`config.mk`:
```
export PLATFORM = sky130hd
export DESIGN_NAME = websocket_frame_deframer_core
export DESIGN_NICKNAME = d
export VERILOG_FILES = /design/src/hw/rtl/wsfd_pkg.sv /design/src/hw/rtl/websocket_frame_deframer_core.sv
export SDC_FILE = /design/constraint.sdc
export NUM_CORES = 1
export LEC_CHECK = 0
export ABC_AREA = 1
export CAP_MARGIN = 0
export CELL_PAD_IN_SITES_DETAIL_PLACEMENT = 1
export CELL_PAD_IN_SITES_GLOBAL_PLACEMENT = 1
export CORE_ASPECT_RATIO = 0.7
export CORE_MARGIN = 5
export CORE_UTILIZATION = 42
export CTS_CLUSTER_DIAMETER = 120
export DETAILED_ROUTE_END_ITERATION = 8
export DONT_BUFFER_PORTS = 1
export PLACE_DENSITY_LB_ADDON = 0.1
export SYNTH_ARGS = -nofsm -noshare
export SYNTH_HDL_FRONTEND = slang
export SYNTH_SLANG_ARGS = --single-unit
```
`constraint.sdc`:
```
create_clock -name clk -period 3 [get_ports clk]
set_input_delay 0.3 -clock clk [delete_from_list [all_inputs] [get_ports clk]]
set_output_delay 0.3 -clock clk [all_outputs]
set_load 0.02 [all_outputs]
```
`src/hw/rtl/wsfd_pkg.sv`:
```
// shared constants and the utf-8 step function for the websocket deframer
package wsfd_pkg;

  // parse phases
  localparam logic [2:0] PH_HDR1    = 3'd0;
  localparam logic [2:0] PH_HDR2    = 3'd1;
  localparam logic [2:0] PH_EXT16   = 3'd2;
  localparam logic [2:0] PH_EXT64   = 3'd3;
  localparam logic [2:0] PH_KEY     = 3'd4;
  localparam logic [2:0] PH_PAYLOAD = 3'd5;

  // utf-8 validator states
  localparam logic [3:0] U_NONE  = 4'd0;
  localparam logic [3:0] U_CHAR  = 4'd1;
  localparam logic [3:0] U_TAIL  = 4'd2;
  localparam logic [3:0] U_TAIL2 = 4'd3;
  localparam logic [3:0] U_TAIL3 = 4'd4;
  localparam logic [3:0] U_E0    = 4'd5;
  localparam logic [3:0] U_ED    = 4'd6;
  localparam logic [3:0] U_F0    = 4'd7;
  localparam logic [3:0] U_F4    = 4'd8;
  localparam logic [3:0] U_BAD   = 4'd15;

  // result status codes
  localparam logic [2:0] ST_BUSY    = 3'd0;
  localparam logic [2:0] ST_HDR     = 3'd1;
  localparam logic [2:0] ST_DONE    = 3'd2;
  localparam logic [2:0] ST_BADOP   = 3'd3;
  localparam logic [2:0] ST_BADUTF  = 3'd4;
  localparam logic [2:0] ST_CTLLONG = 3'd5;
  localparam logic [2:0] ST_HALTED  = 3'd6;

  // opcodes
  localparam logic [3:0] OP_CONT   = 4'd0;
  localparam logic [3:0] OP_TEXT   = 4'd1;
  localparam logic [3:0] OP_BINARY = 4'd2;
  localparam logic [3:0] OP_CLOSE  = 4'd8;
  localparam logic [3:0] OP_PING   = 4'd9;
  localparam logic [3:0] OP_PONG   = 4'd10;

  // 7-bit length escapes and the ping limit
  localparam logic [6:0] LEN_EXT16   = 7'd126;
  localparam logic [6:0] LEN_EXT64   = 7'd127;
  localparam int unsigned PING_MAX   = 125;
  localparam int unsigned LEN_W      = 63;

  typedef logic [LEN_W-1:0] len_t;

  function automatic logic [3:0] utf8_next(input logic [3:0] st, input logic [7:0] c);
    logic [3:0] nx;
    nx = U_BAD;
    case (st)
      U_NONE: nx = U_NONE;
      U_CHAR: begin
        if (c inside {[8'h00:8'h7F]}) nx = U_CHAR;
        else if (c inside {[8'hC2:8'hDF]}) nx = U_TAIL;
        else if (c == 8'hE0) nx = U_E0;
        else if (c inside {[8'hE1:8'hEC], [8'hEE:8'hEF]}) nx = U_TAIL2;
        else if (c == 8'hED) nx = U_ED;
        else if (c == 8'hF0) nx = U_F0;
        else if (c inside {[8'hF1:8'hF3]}) nx = U_TAIL3;
        else if (c == 8'hF4) nx = U_F4;
        else nx = U_BAD;
      end
      U_E0:    nx = (c inside {[8'hA0:8'hBF]}) ? U_TAIL : U_BAD;
      U_ED:    nx = (c inside {[8'h80:8'h9F]}) ? U_TAIL : U_BAD;
      U_F0:    nx = (c inside {[8'h90:8'hBF]}) ? U_TAIL2 : U_BAD;
      U_F4:    nx = (c inside {[8'h80:8'h8F]}) ? U_TAIL2 : U_BAD;
      U_TAIL:  nx = (c inside {[8'h80:8'hBF]}) ? U_CHAR : U_BAD;
      U_TAIL2: nx = (c inside {[8'h80:8'hBF]}) ? U_TAIL : U_BAD;
      U_TAIL3: nx = (c inside {[8'h80:8'hBF]}) ? U_TAIL2 : U_BAD;
      default: nx = U_BAD;
    endcase
    return nx;
  endfunction

endpackage

```
`src/hw/rtl/websocket_frame_deframer_core.sv`:
```
// websocket frame deframer: header parse, unmasking and utf-8 check, one byte per cycle while results are taken
//
// input channel: in_valid/in_ready carry one raw stream byte (in_byte) per item.
// result channel: out_valid/out_ready carry exactly one result item per input
// item: the unmasked payload byte with its valid flag, the last-of-frame flag,
// the current frame's opcode, fin, rsv bits and decoded length, and a status
// code (busy, header done, frame done, the three errors, halted).
// each byte is processed in the cycle it is accepted and the result lands in
// the output register, so throughput is 1 item per cycle while the receiver
// takes results; the rate is set by the single parse/unmask/validate step per byte.
// a bad opcode, bad utf-8 or a ping longer than 125 bytes halts the block:
// every later item then reports status halted until reset.
// reset (rst_n low at a clock edge) returns the parser to the first header
// byte and clears the output valid flag.
// when the receiver stalls, the pending result holds in the output register
// and in_ready drops; in_ready is high whenever the output register is empty
// or being taken in the same cycle.
module websocket_frame_deframer_core (
  input  logic        clk,
  input  logic        rst_n,
  input  logic        in_valid,
  output logic        in_ready,
  input  logic [7:0]  in_byte,
  output logic        out_valid,
  input  logic        out_ready,
  output logic [7:0]  out_byte,
  output logic        out_payload_valid,
  output logic        out_last_of_frame,
  output logic [3:0]  out_frame_kind,
  output logic        out_final_flag,
  output logic [2:0]  out_reserved_bits,
  output logic [62:0] out_frame_length,
  output logic [2:0]  out_status
);

  // parser state
  logic [2:0]      phase_r, phase_nxt;
  logic [3:0]      opcode_r, opcode_nxt;
  logic            fin_r, fin_nxt;
  logic [2:0]      rsv_r, rsv_nxt;
  logic            masked_r, masked_nxt;
  wsfd_pkg::len_t  length_r, length_nxt;
  logic [2:0]      hbc_r, hbc_nxt;
  logic [31:0]     mask_key_r, mask_key_nxt;
  wsfd_pkg::len_t  remaining_r, remaining_nxt;
  logic [1:0]      key_index_r, key_index_nxt;
  logic [3:0]      utf8_expect_r, utf8_expect_nxt;
  logic [3:0]      msg_utf8_r, msg_utf8_nxt;
  logic            halted_r, halted_nxt;

  // output register
  logic            out_valid_r;
  logic [7:0]      out_byte_r;
  logic            out_pvalid_r;
  logic            out_last_r;
  logic [2:0]      out_status_r;

  // per-byte results
  logic [7:0]      res_byte;
  logic            res_valid;
  logic            res_last;
  logic [2:0]      res_status;

  logic            accept;
  logic            is_data;
  logic            do_after_len;
  logic            do_hdr_done;
  logic            do_end;
  logic [2:0]      need;
  logic [7:0]      plain;
  logic [7:0]      key_byte;
  logic [3:0]      utf8_nx;

  assign in_ready = !out_valid_r || out_ready;
  assign accept   = in_valid && in_ready;
  assign is_data  = (opcode_r <= wsfd_pkg::OP_BINARY);
  assign key_byte = mask_key_r[{key_index_r, 3'b000} +: 8];
  assign plain    = masked_r ? (in_byte ^ key_byte) : in_byte;
  assign utf8_nx  = wsfd_pkg::utf8_next(utf8_expect_r, plain);
  assign need     = (phase_r == wsfd_pkg::PH_EXT16) ? 3'd2 : 3'd0;  // 8 wraps to 0

  always_comb begin
    phase_nxt       = phase_r;
    opcode_nxt      = opcode_r;
    fin_nxt         = fin_r;
    rsv_nxt         = rsv_r;
    masked_nxt      = masked_r;
    length_nxt      = length_r;
    hbc_nxt         = hbc_r;
    mask_key_nxt    = mask_key_r;
    remaining_nxt   = remaining_r;
    key_index_nxt   = key_index_r;
    utf8_expect_nxt = utf8_expect_r;
    msg_utf8_nxt    = msg_utf8_r;
    halted_nxt      = halted_r;
    res_byte        = 8'd0;
    res_valid       = 1'b0;
    res_last        = 1'b0;
    res_status      = wsfd_pkg::ST_BUSY;
    do_after_len    = 1'b0;
    do_hdr_done     = 1'b0;
    do_end          = 1'b0;

    if (halted_r) begin
      res_status = wsfd_pkg::ST_HALTED;
    end else begin
      case (phase_r)
        wsfd_pkg::PH_HDR1: begin
          opcode_nxt = in_byte[3:0];
          rsv_nxt    = in_byte[6:4];
          fin_nxt    = in_byte[7];
          if (in_byte[3:0] inside {wsfd_pkg::OP_CONT, wsfd_pkg::OP_TEXT,
                                   wsfd_pkg::OP_BINARY, wsfd_pkg::OP_CLOSE,
                                   wsfd_pkg::OP_PING, wsfd_pkg::OP_PONG}) begin
            phase_nxt = wsfd_pkg::PH_HDR2;
          end else begin
            halted_nxt = 1'b1;
            res_status = wsfd_pkg::ST_BADOP;
          end
        end
        wsfd_pkg::PH_HDR2: begin
          masked_nxt = in_byte[7];
          length_nxt = '0;
          hbc_nxt    = 3'd0;
          if (in_byte[6:0] == wsfd_pkg::LEN_EXT16) begin
            phase_nxt = wsfd_pkg::PH_EXT16;
          end else if (in_byte[6:0] == wsfd_pkg::LEN_EXT64) begin
            phase_nxt = wsfd_pkg::PH_EXT64;
          end else begin
            length_nxt   = wsfd_pkg::len_t'(in_byte[6:0]);
            do_after_len = 1'b1;
          end
        end
        wsfd_pkg::PH_EXT16, wsfd_pkg::PH_EXT64: begin
          // the top bit of a 64-bit length falls off the end
          length_nxt = {length_r[wsfd_pkg::LEN_W-9:0], in_byte};
          hbc_nxt    = hbc_r + 3'd1;
          if (hbc_nxt == need) do_after_len = 1'b1;
        end
        wsfd_pkg::PH_KEY: begin
          mask_key_nxt[{hbc_r[1:0], 3'b000} +: 8] = in_byte;
          hbc_nxt = hbc_r + 3'd1;
          if (hbc_nxt[2]) begin
            hbc_nxt     = 3'd0;
            do_hdr_done = 1'b1;
          end
        end
        wsfd_pkg::PH_PAYLOAD: begin
          key_index_nxt = key_index_r + 2'd1;
          if (is_data && utf8_nx == wsfd_pkg::U_BAD) begin
            halted_nxt = 1'b1;
            res_status = wsfd_pkg::ST_BADUTF;
          end else begin
            if (is_data) utf8_expect_nxt = utf8_nx;
            if (is_data || opcode_r == wsfd_pkg::OP_PING) begin
              res_byte  = plain;
              res_valid = 1'b1;
            end
            remaining_nxt = remaining_r - wsfd_pkg::len_t'(1);
            if (remaining_nxt == '0) do_end = 1'b1;
          end
        end
        default: phase_nxt = wsfd_pkg::PH_HDR1;
      endcase

      if (do_after_len) begin
        hbc_nxt = 3'd0;
        if (masked_nxt) begin
          mask_key_nxt = '0;
          phase_nxt    = wsfd_pkg::PH_KEY;
        end else begin
          do_hdr_done = 1'b1;
        end
      end

      if (do_hdr_done) begin
        if (opcode_r == wsfd_pkg::OP_PING &&
            length_nxt > wsfd_pkg::len_t'(wsfd_pkg::PING_MAX)) begin
          halted_nxt = 1'b1;
          res_status = wsfd_pkg::ST_CTLLONG;
        end else begin
          if (is_data) begin
            if (opcode_r == wsfd_pkg::OP_TEXT) utf8_expect_nxt = wsfd_pkg::U_CHAR;
            else if (opcode_r == wsfd_pkg::OP_BINARY) utf8_expect_nxt = wsfd_pkg::U_NONE;
            else utf8_expect_nxt = msg_utf8_r;
          end
          if (length_nxt == '0) begin
            do_end = 1'b1;
          end else begin
            remaining_nxt = length_nxt;
            key_index_nxt = 2'd0;
            phase_nxt     = wsfd_pkg::PH_PAYLOAD;
            res_status    = wsfd_pkg::ST_HDR;
          end
        end
      end

      if (do_end) begin
        phase_nxt = wsfd_pkg::PH_HDR1;
        // a final data frame must stop on a character boundary
        if (is_data && fin_r && utf8_expect_nxt != wsfd_pkg::U_NONE &&
            utf8_expect_nxt != wsfd_pkg::U_CHAR) begin
          halted_nxt = 1'b1;
          res_status = wsfd_pkg::ST_BADUTF;
          res_byte   = 8'd0;
          res_valid  = 1'b0;
        end else begin
          if (is_data) msg_utf8_nxt = utf8_expect_nxt;
          res_status = wsfd_pkg::ST_DONE;
          res_last   = 1'b1;
        end
      end
    end
  end

  always_ff @(posedge clk) begin
    if (!rst_n) begin
      phase_r       <= wsfd_pkg::PH_HDR1;
      opcode_r      <= 4'd0;
      fin_r         <= 1'b0;
      rsv_r         <= 3'd0;
      masked_r      <= 1'b0;
      length_r      <= '0;
      hbc_r         <= 3'd0;
      mask_key_r    <= 32'd0;
      remaining_r   <= '0;
      key_index_r   <= 2'd0;
      utf8_expect_r <= wsfd_pkg::U_NONE;
      msg_utf8_r    <= wsfd_pkg::U_NONE;
      halted_r      <= 1'b0;
      out_valid_r   <= 1'b0;
    end else begin
      if (accept) begin
        phase_r       <= phase_nxt;
        opcode_r      <= opcode_nxt;
        fin_r         <= fin_nxt;
        rsv_r         <= rsv_nxt;
        masked_r      <= masked_nxt;
        length_r      <= length_nxt;
        hbc_r         <= hbc_nxt;
        mask_key_r    <= mask_key_nxt;
        remaining_r   <= remaining_nxt;
        key_index_r   <= key_index_nxt;
        utf8_expect_r <= utf8_expect_nxt;
        msg_utf8_r    <= msg_utf8_nxt;
        halted_r      <= halted_nxt;
        out_valid_r   <= 1'b1;
      end else if (out_ready) begin
        out_valid_r <= 1'b0;
      end
    end
  end

  // result payload, loaded with each accepted item
  always_ff @(posedge clk) begin
    if (accept) begin
      out_byte_r   <= res_byte;
      out_pvalid_r <= res_valid;
      out_last_r   <= res_last;
      out_status_r <= res_status;
    end
  end

  // header fields are the state itself, which only moves on accept
  assign out_valid         = out_valid_r;
  assign out_byte          = out_byte_r;
  assign out_payload_valid = out_pvalid_r;
  assign out_last_of_frame = out_last_r;
  assign out_frame_kind    = opcode_r;
  assign out_final_flag    = fin_r;
  assign out_reserved_bits = rsv_r;
  assign out_frame_length  = length_r;
  assign out_status        = out_status_r;

endmodule

```
# Yosys cells after proc, flatten, opt, wreduce, memory -nomap -nowiden
# Cells that the tools add are included.
[word_totals]
regBits = 198
output_inout_bits = 86
wordCells = 218
[op_classes]
add_sub_neg = 4
shift = 3
n_bitwise = 4
order_cmp = 18
reduce_logical = 36
mux = 105
n_eq_ne = 30
[ops]
columns = ["operator", "n"]
rows = [
  ["two-way mux 63 bit", 6],
  ["logical NOT 63 bit", 2],
  ["one-hot mux 63 bit (2 select lines)", 1],
  ["two-way mux 32 bit", 3],
  ["two-way mux 4 bit", 23],
  ["greater-than comparator 63 x 7 -> 1 bit, second input constant", 1],
  ["subtractor 63 x 1 -> 63 bit, second input constant", 1],
  ["greater-or-equal comparator 8 bit, second input constant", 7],
  ["<= comparator 8 bit, second input constant", 7],
  ["two-way mux 3 bit", 17],
  ["two-way mux 8 bit", 6],
  ["one-hot mux 4 bit (9 select lines)", 1],
  ["two-way mux 1 bit", 33],
  ["bitwise mux 32 bit", 1],
  ["equality test 8 bit, second input constant", 4],
  ["variable shift 8 x 7 -> 32 bit, first input constant", 1],
  ["indexed part select 32 x 6 -> 8 bit", 1],
  ["indexed part select 8 x 7 -> 32 bit", 1],
  ["equality test 4 bit, second input constant", 6],
  ["one-hot mux 3 bit (3 select lines)", 2],
  ["equality test 4 x 2 -> 1 bit, second input constant", 4],
  ["equality test 4 x 3 -> 1 bit, second input constant", 4],
  ["logical AND 1 bit", 16],
  ["equality test 7 bit, second input constant", 2],
  ["other kinds (30)", 50],
]

# Logic depth before layout (Yosys ltp)
# Gate-level depths: netlist (run 1).
[logic_depth]
depth_word = 27
mapped_depth = 28
mapped_depth_nobuf = 26

# Worst setup path after synthesis (run 1)
# Ideal clock, no wire load.
[synth_path]
path_kind = "register to register"
start = "register phase_r[2]"
end = "register out_byte_r[0], in the netlist out_byte[0], data pin"
path_slack_ns = 0.126
arrival_time_ns = 2.618
setup_ns = 0.256
n_path_buf = 2
synth_period_minus_slack_ns = 2.874
stages_incl_launch_ff = 19
required_ns = 2.744
path_cell_list = "dfxtp_1 -> inv_2 -> ha_1 -> inv_2 -> buf_2 -> buf_2 -> o22ai_1 -> nor3_1 -> nand4_1 -> nor2_1 -> nand3_1 -> nand3_2 -> nand2_1 -> nand3_1 -> nand2_2 -> nand3_4 -> nand3_4 -> nand4_4 -> nor2_2"
[synth_between]
elab_chain_cells = 15
[synth_rtl]
columns = ["element", "line_no", "rtl"]
rows = [
  ["start, declared", "websocket_frame_deframer_core.sv:37", "logic [2:0] phase_r, phase_nxt;"],
  ["start signal, assigned", "websocket_frame_deframer_core.sv:218", "phase_r <= wsfd_pkg::PH_HDR1;"],
  ["start signal, assigned", "websocket_frame_deframer_core.sv:234", "phase_r <= phase_nxt;"],
  ["parallel branches: the longest is 14 deep, another holds greater-than comparator 63 x 7 -> 1 bit", "-", ""],
  ["two-way mux 8 bit *", "websocket_frame_deframer_core.sv:198", "if (do_end) begin"],
  ["end signal, assigned", "websocket_frame_deframer_core.sv:257", "out_byte_r <= res_byte;"],
  ["end, declared", "websocket_frame_deframer_core.sv:53", "logic [7:0] out_byte_r;"],
]
# Every way passes the cells marked *. The select of a mux whose other input is x is not followed.
# A chain may end at the register's enable or synchronous reset.

# Worst setup path in the final report (run 1)
[layout_path]
start = "register phase_r[2]"
end = "register msg_utf8_r[2]"
[layout_between]
elab_chain_cells = 15
[layout_rtl]
columns = ["element", "line_no", "rtl"]
rows = [
  ["parallel branches: the longest is 15 deep, another holds greater-than comparator 63 x 7 -> 1 bit", "-", ""],
  ["end signal, assigned", "websocket_frame_deframer_core.sv:229", "msg_utf8_r <= wsfd_pkg::U_NONE;"],
  ["end signal, assigned", "websocket_frame_deframer_core.sv:245", "msg_utf8_r <= msg_utf8_nxt;"],
  ["end, declared", "websocket_frame_deframer_core.sv:48", "logic [3:0] msg_utf8_r, msg_utf8_nxt;"],
]
# Parallel ways; which one is timed is not known. The select of a mux whose other input is x is not followed.

==> results of run 1 <==
-- cells by family after synthesis --
family | count (synthesis) | share of synthesized area
xor+xnor | 47 | 0.03017
simple gates | 914 | 0.3159
mux | 1 | 0.0007337
flops | 198 | 0.3001
fa+ha+maj | 12 | 0.01100
buf+inv | 431 | 0.1270
compound gates | 505 | 0.2151
-- worst max-delay path, delay by kind of cell (launching register included) --
kind            cells  cell delay, ns
buf+inv             5            0.55
fa+ha+maj           1            0.18
compound gates      1            0.12
simple gates       16            2.34
flops               1            0.34
-- stage by stage --
step | utilization | cells | hold slack [ns] | TNS (ns)
after floorplan | - | 2108 | 0.4363 | 0
after global placement | 0.5200 | 2817 | 0.4097 | -23.70
after detailed placement | 0.5200 | 2817 | 0.4211 | -32.40
after CTS | 0.5732 | 2885 | 0.005405 | -9.335
after global routing | 0.5967 | 2911 | 0.02563 | -43.28
final | 0.5967 | 2912 | 0.01485 | -37.87
-- flip-flops by register name, indices dropped and copies added (netlist names) --
register	flops
utf8_expect_r	4
out_reserved_bits	3
halted_r	1
out_payload_valid	1
out_valid	1
masked_r	1
out_last_of_frame	1
out_final_flag	1
out_byte	8
out_status	3
out_frame_kind	4
msg_utf8_r	4
mask_key_r	32
hbc_r	3
out_frame_length	63
key_index_r	2
phase_r	3
remaining_r	63
-- final timing paths --
check | slack, ns | end | depth (start not counted) | startpoint
max reg2reg | -0.63 | msg_utf8_r[2] | 23 | phase_r[2]
max | -0.63 | msg_utf8_r[2] | 23 | phase_r[2]
min reg2reg | 0.48 | mask_key_r[9] | 2 | mask_key_r[9]
min | 0.01 | mask_key_r[2] | 2 | in_byte[2]
-- layout by cell type, fill, tap and decap left out, types with 34 or more instances in the layout --
master / n
nand3_1: 107
nand2_1: 323
nand4_1: 37
o211ai_1: 57
nor3_1: 34
a21oi_1: 152
nor2_1: 227
buf_4: 392
dfxtp_1: 183
o21ai_1: 41
nor2_2: 58
inv_1: 288
xor2_1: 35
o21ai_0: 95
-- area by class of cell --
class                      count  area [sq um]
sequential                   198          4099
multi-input combinational   1480          8773
inverter                     325          1262
antenna                        1         2.502
fill                        4129         12990
timing repair buffer         449          3943
tap                          427         534.3
clock buffer                  17         425.4
clock inverter                15         178.9
-- power breakdown --
part / internal (mW) / switching, mW
logic: 2.78 / 4.31
registers: 2.83 / 0.238
clock network: 1.13 / 1.39
total: 6.75 / 5.94
-- routing by layer --
| metal | global-route usage | up-vias | routed length (um) |
|---|---|---|---|
| met4 | 0.08496 | 4 | 2357 |
| met3 | 0.09757 | 226 | 8442 |
| li1 | - | 7721 | - |
| met1 | 0.5497 | 8732 | 32450 |
| met5 | 0 | - | 32 |
| met2 | 0.5071 | 1113 | 31460 |
-- what timing repair did --
action / in CTS / in global routing
setup endpoints to repair: 90 / 90
buffers inserted: 25 / 25
cloned: 9 / 4
hold buffers: 2 / 0
pin swaps: 36 / 53
resized for setup: 148 / 140
endpoints found under the hold margin: 16 / 0
==> impl_metrics.yaml, run 1 <==
power:
  p_leak_nw: 8.972
  ir_drop_mv: 0.3467
  power_density_nw_per_um2: 660.1
  power_mw: 12.69
setup_path:
  cpMostUsedCell: "nand3_4"
  crit_type: "reg2reg"
  cp_slowest_cell: "dfxtp_2"
  path_cells: "inv_2 -> ha_4 -> clkinv_8 -> nand2_8 -> buf_12 -> buf_12 -> o22ai_4 -> nor2_1 -> nand2_1 -> nor2_2 -> nand2_2 -> nor2_4 -> buf_6 -> nand3_4 -> nand3_4 -> nand4_1 -> nand2_4 -> nand3_4 -> nand2_4 -> nand3_4 -> nand2_1 -> nand2_1 -> nor2_1"
  max_stage_delay_ns: 0.34
  cp-start-kind: "register"
  cp_max_fo: 7
  end_kind: "register"
  critPathArrivalTime_ns: 4.05
  required_ns: 3.42
logic_synthesis:
  synth_seq_cells: 198
  ys.flop_type: "dfxtp_1"
  synth_cell_types: 56
  synth_nets: 2132
  synth_edf_count: 13
  synth_area_sq_um: 13640
  synth_seq_area_share: 0.3001
  postSynthCellCount: 2108
  synthTopCellsByArea: "dfxtp_1 27%, nand2_1 9.3%, inv_1 8.2%"
  synthTopCellsByCount: "339 x nand2_1, 299 x inv_1, 257 x nor2_1, 185 x dfxtp_1, 162 x a21oi_1"
  synth_area_leader_cell: "dfxtp_1"
  ys_warn_count: 0
  async_flop_share: 0
  avgSynthCellArea_sq_um: 6.472
  synth_top_cell_area_share: 0.2715
  synth.most_common_cell: "nand2_1"
timing:
  fin_crit_ns: 3.626
  rsz0062_at_grt: "true"
  setup_ws_ns: -0.6255
  setup_viol: 90
  slew_viol_final: 0
  post-route-period-util: 1.209
  skew_ns: 0.01712
  worst_pin_slew_ns: 1.026
  final_hold_viol_count: 0
  max_clock_freq_mhz: 275.8
  relSlewSlack: 0.3107
clock_network:
  cts_buffer_depth: 2
  clk-insertion-delay-late_ns: 0.49
  htreeDepth: 4
  clockRootBuffer: "clkbuf_16"
  numCtsBuffers: 17
  cts_tree: "built"
  clk_pin_slew_worst_paths_ns: 0.09
  cts_sinks: 198
outcome:
  violations: "setup timing"
  status: "finished, violations left"
routing:
  wl_per_cell_um: 25.67
  drc_errors: 0
  routed_wl_um: 74740
  drt_iter0_markers: 2305
  firstDrtPassIters: 5
  vias: 17800
  detail-route-antenna-nets: 0
  via_per_inst: 6.111
die:
  die_area_sq_um: 36250
  pin_count: 98
  initial_utilization: 0.4236
  rows: 55
  die_w_um: 225.4
  die_h_um: 160.8
  core_sq_um: 32210
final_layout:
  area.growth.synth_to_final_pct: 40.87
  fin_area_sq_um: 19220
  drive_gt1_frac: 0.3052
  final_nets: 2495
place:
  numPortBuffers: 0
  pre_cts_ws_ns: -0.5290
  place_congestion: 0.9929
  dpl_cell_area_sq_um: 16750
  hpwlAfterDp_um: 47880
grt:
  grt_start_max_net_pins: 98
  grt_pass1_vias: 16890
  grt_pass1_wl_um: 102400
  track_usage: 0.3626
  grt_antenna_before_repair: 3
  grt-ovfl-total: 0
job:
  cap_violations: 0
min_path:
  min_path_type: "in2reg"
No activity file was read; power rests on OpenSTA's default activity.
==> run 2, diff against run 1 <==
==> constraint.sdc (replaced) <==
create_clock -name clk -period 3 [get_ports clk]
set_input_delay 0.15 -clock clk [delete_from_list [all_inputs] [get_ports clk]]
set_output_delay 0.15 -clock clk [all_outputs]
set_load 0.02 [all_outputs]
==> run 2 against run 1 <==
Net effect:
- the run still ends with setup timing left
- register-to-register slack about the same
- wire length rose by 7.8%
- cell count up 1.3%
- worst setup slack got worse by 0.0089 ns
- clock skew rose by 0.00058 ns
- critical path depth increased by 1
- combinational power rose by 9.4%
- via count is 5.2% higher
- sequential power about the same
- non-clock buffer count is 38 higher
- clock-buffer cell count increased by 1
- largest power group unchanged
==> impl_metrics.yaml, run 2 (same netlist as run 1, synthesis figures left out) <==
final_layout:
  area.growth.synth_to_final_pct: 45.67
  final_nets: 2533
  fin_cells: 2950
  drive_gt1_frac: 0.3386
  mostFrequentLayoutCell: "buf_4"
  fin_area_sq_um: 19870
  final_cell_mix: "408 x buf_4, 305 x nand2_1, 289 x inv_1"
power:
  p_int_mw: 7.042
  ir_drop_mv: 0.3794
  p_sw_frac: 0.4717
  pwr-share-clk: 0.186
  seqPwrFrac: 0.231
  p_leak_nw: 9.266
  power_density_nw_per_um2: 670.7
  p_switching_mw: 6.288
  combPwrFrac: 0.583
die:
  die_h_um: 160.8
  core_sq_um: 32210
  die_area_sq_um: 36250
  rows: 55
  die_w_um: 225.4
  pin_count: 98
  initial_utilization: 0.4236
place:
  hpwlAfterDp_um: 47750
  dpl_cell_area_sq_um: 16770
  place_congestion: 0.9769
  placed_cells: 2819
  numPortBuffers: 0
  pre_cts_ws_ns: -0.4869
timing:
  post-route-period-util: 1.211
  relSlewSlack: 0.4247
  worst_pin_slew_ns: 0.8600
  max_clock_freq_mhz: 275.1
  fin_crit_ns: 3.634
  rsz0062_at_grt: "true"
  setup_viol: 90
  skew_ns: 0.01769
  final_hold_viol_count: 0
  setup_ws_ns: -0.6345
  slew_viol_final: 0
clock_network:
  cts_buffer_depth: 2
  clk-insertion-delay-late_ns: 0.49
  numCtsBuffers: 17
  htreeDepth: 4
  cts_tree: "built"
  clk_pin_slew_worst_paths_ns: 0.09
  clockRootBuffer: "clkbuf_16"
  cts_sinks: 198
routing:
  routed_wl_um: 80590
  drc_errors: 0
  firstDrtPassIters: 6
  wl_per_cell_um: 27.32
  vias: 18710
  drt_iter0_markers: 2875
  via_per_inst: 6.343
  detail-route-antenna-nets: 0
grt:
  grt_antenna_before_repair: 5
  track_usage: 0.3715
  grt_pass1_wl_um: 105100
  grt_pass1_vias: 17370
  grt_start_max_net_pins: 76
  grt-ovfl-total: 0
setup_path:
  required_ns: 3.42
  end_kind: "register"
  crit_type: "reg2reg"
  cp-start-kind: "register"
  critPathArrivalTime_ns: 4.06
  cp_max_fo: 12
outcome:
  status: "finished, violations left"
  violations: "setup timing"
min_path:
  min_path_type: "in2reg"
job:
  cap_violations: 0
[run 2: changes by cell type in the layout (fill, tap and decap cells not counted), sizes merged]
cell         change
clkinvlp         +1
clkbuf           +1
dlygate4sd3      +8
bufbuf           -1
buf             +31
clkinv           -2
[run 2: routing by layer]
layer	up-vias	GRT usage	part of all wire
li1	7803	-	-
met1	9147	0.5450	0.40
met2	1429	0.5394	0.43
met3	330	0.1104	0.13
met4	4	0.07726	0.043
met5	-	0	0.00034
[run 2: path summary, 6_finish.rpt]
check	cells after the start	end	start	slack [ns]
worst min-delay path	4	mask_key_r[31]	in_byte[7]	0.001
worst max register to register	24	remaining_r[55]	phase_r[1]	-0.63
worst min register to register	2	mask_key_r[2]	mask_key_r[2]	0.47
worst max-delay path	24	remaining_r[55]	phase_r[1]	-0.63
[run 2: timing repair]
item | CTS | global route
hold buffers | 10 | 0
setup buffers | 40 | 39
cloned | 8 | 4
hold endpoints to repair | 30 | 0
setup endpoints to repair | 90 | 90
pin swaps | 62 | 82
gates resized for setup | 230 | 158
[run 2: critical path: stages, from the launching register on]
cell,delay (ns)
dfxtp_4,0.37
buf_6,0.12
inv_4,0.06
nand3_4,0.10
nand2_8,0.11
buf_12,0.12
buf_12,0.10
buf_16,0.11
o22ai_2,0.13
nor2_1,0.25
nand2_1,0.13
nor2_1,0.14
nand2_1,0.09
nor2_2,0.20
nand4_1,0.20
nand3_4,0.14
inv_4,0.06
nor2_8,0.17
buf_12,0.13
buf_12,0.10
buf_12,0.13
a21oi_1,0.05
o21ai_1,0.18
o211ai_1,0.20
a21oi_1,0.18
[run 2: per-stage QoR]
step | power [mW] | hold slack, ns | utilization | setup TNS, ns
finish | 13.33 | 0.001033 | 0.6171 | -39.11
global route | 13.69 | 0.02620 | 0.6170 | -45.43
CTS | 12.05 | 0.0001416 | 0.5863 | -0.9703
detailed placement | 9.006 | 0.2591 | 0.5209 | -29.96
global placement | 8.857 | 0.2572 | 0.5209 | -20.36
floorplan | 6.130 | 0.3194 | - | 0
[run 2: power groups by stage]
| stage | Sequential [mW] | Clock [mW] | Combinational [mW] |
|---|---|---|---|
| after CTS | 3.05 | 2.42 | 6.58 |
| after floorplan | 3.15 | 0 | 2.98 |
| after global routing | 3.09 | 2.56 | 8.05 |
| after detailed placement | 3.10 | 0 | 5.91 |
| final | 3.08 | 2.48 | 7.77 |
| after global placement | 3.09 | 0 | 5.76 |
[run 2: cell type report]
| type | instances | area (sq um) |
|---|---|---|
| antenna | 1 | 2.502 |
| tap | 427 | 534.3 |
| multi-input combinational | 1480 | 9009 |
| sequential | 198 | 4129 |
| clock inverter | 14 | 140.1 |
| timing repair buffer | 487 | 4360 |
| clock buffer | 18 | 439.2 |
| fill | 4124 | 12330 |
| inverter | 325 | 1260 |
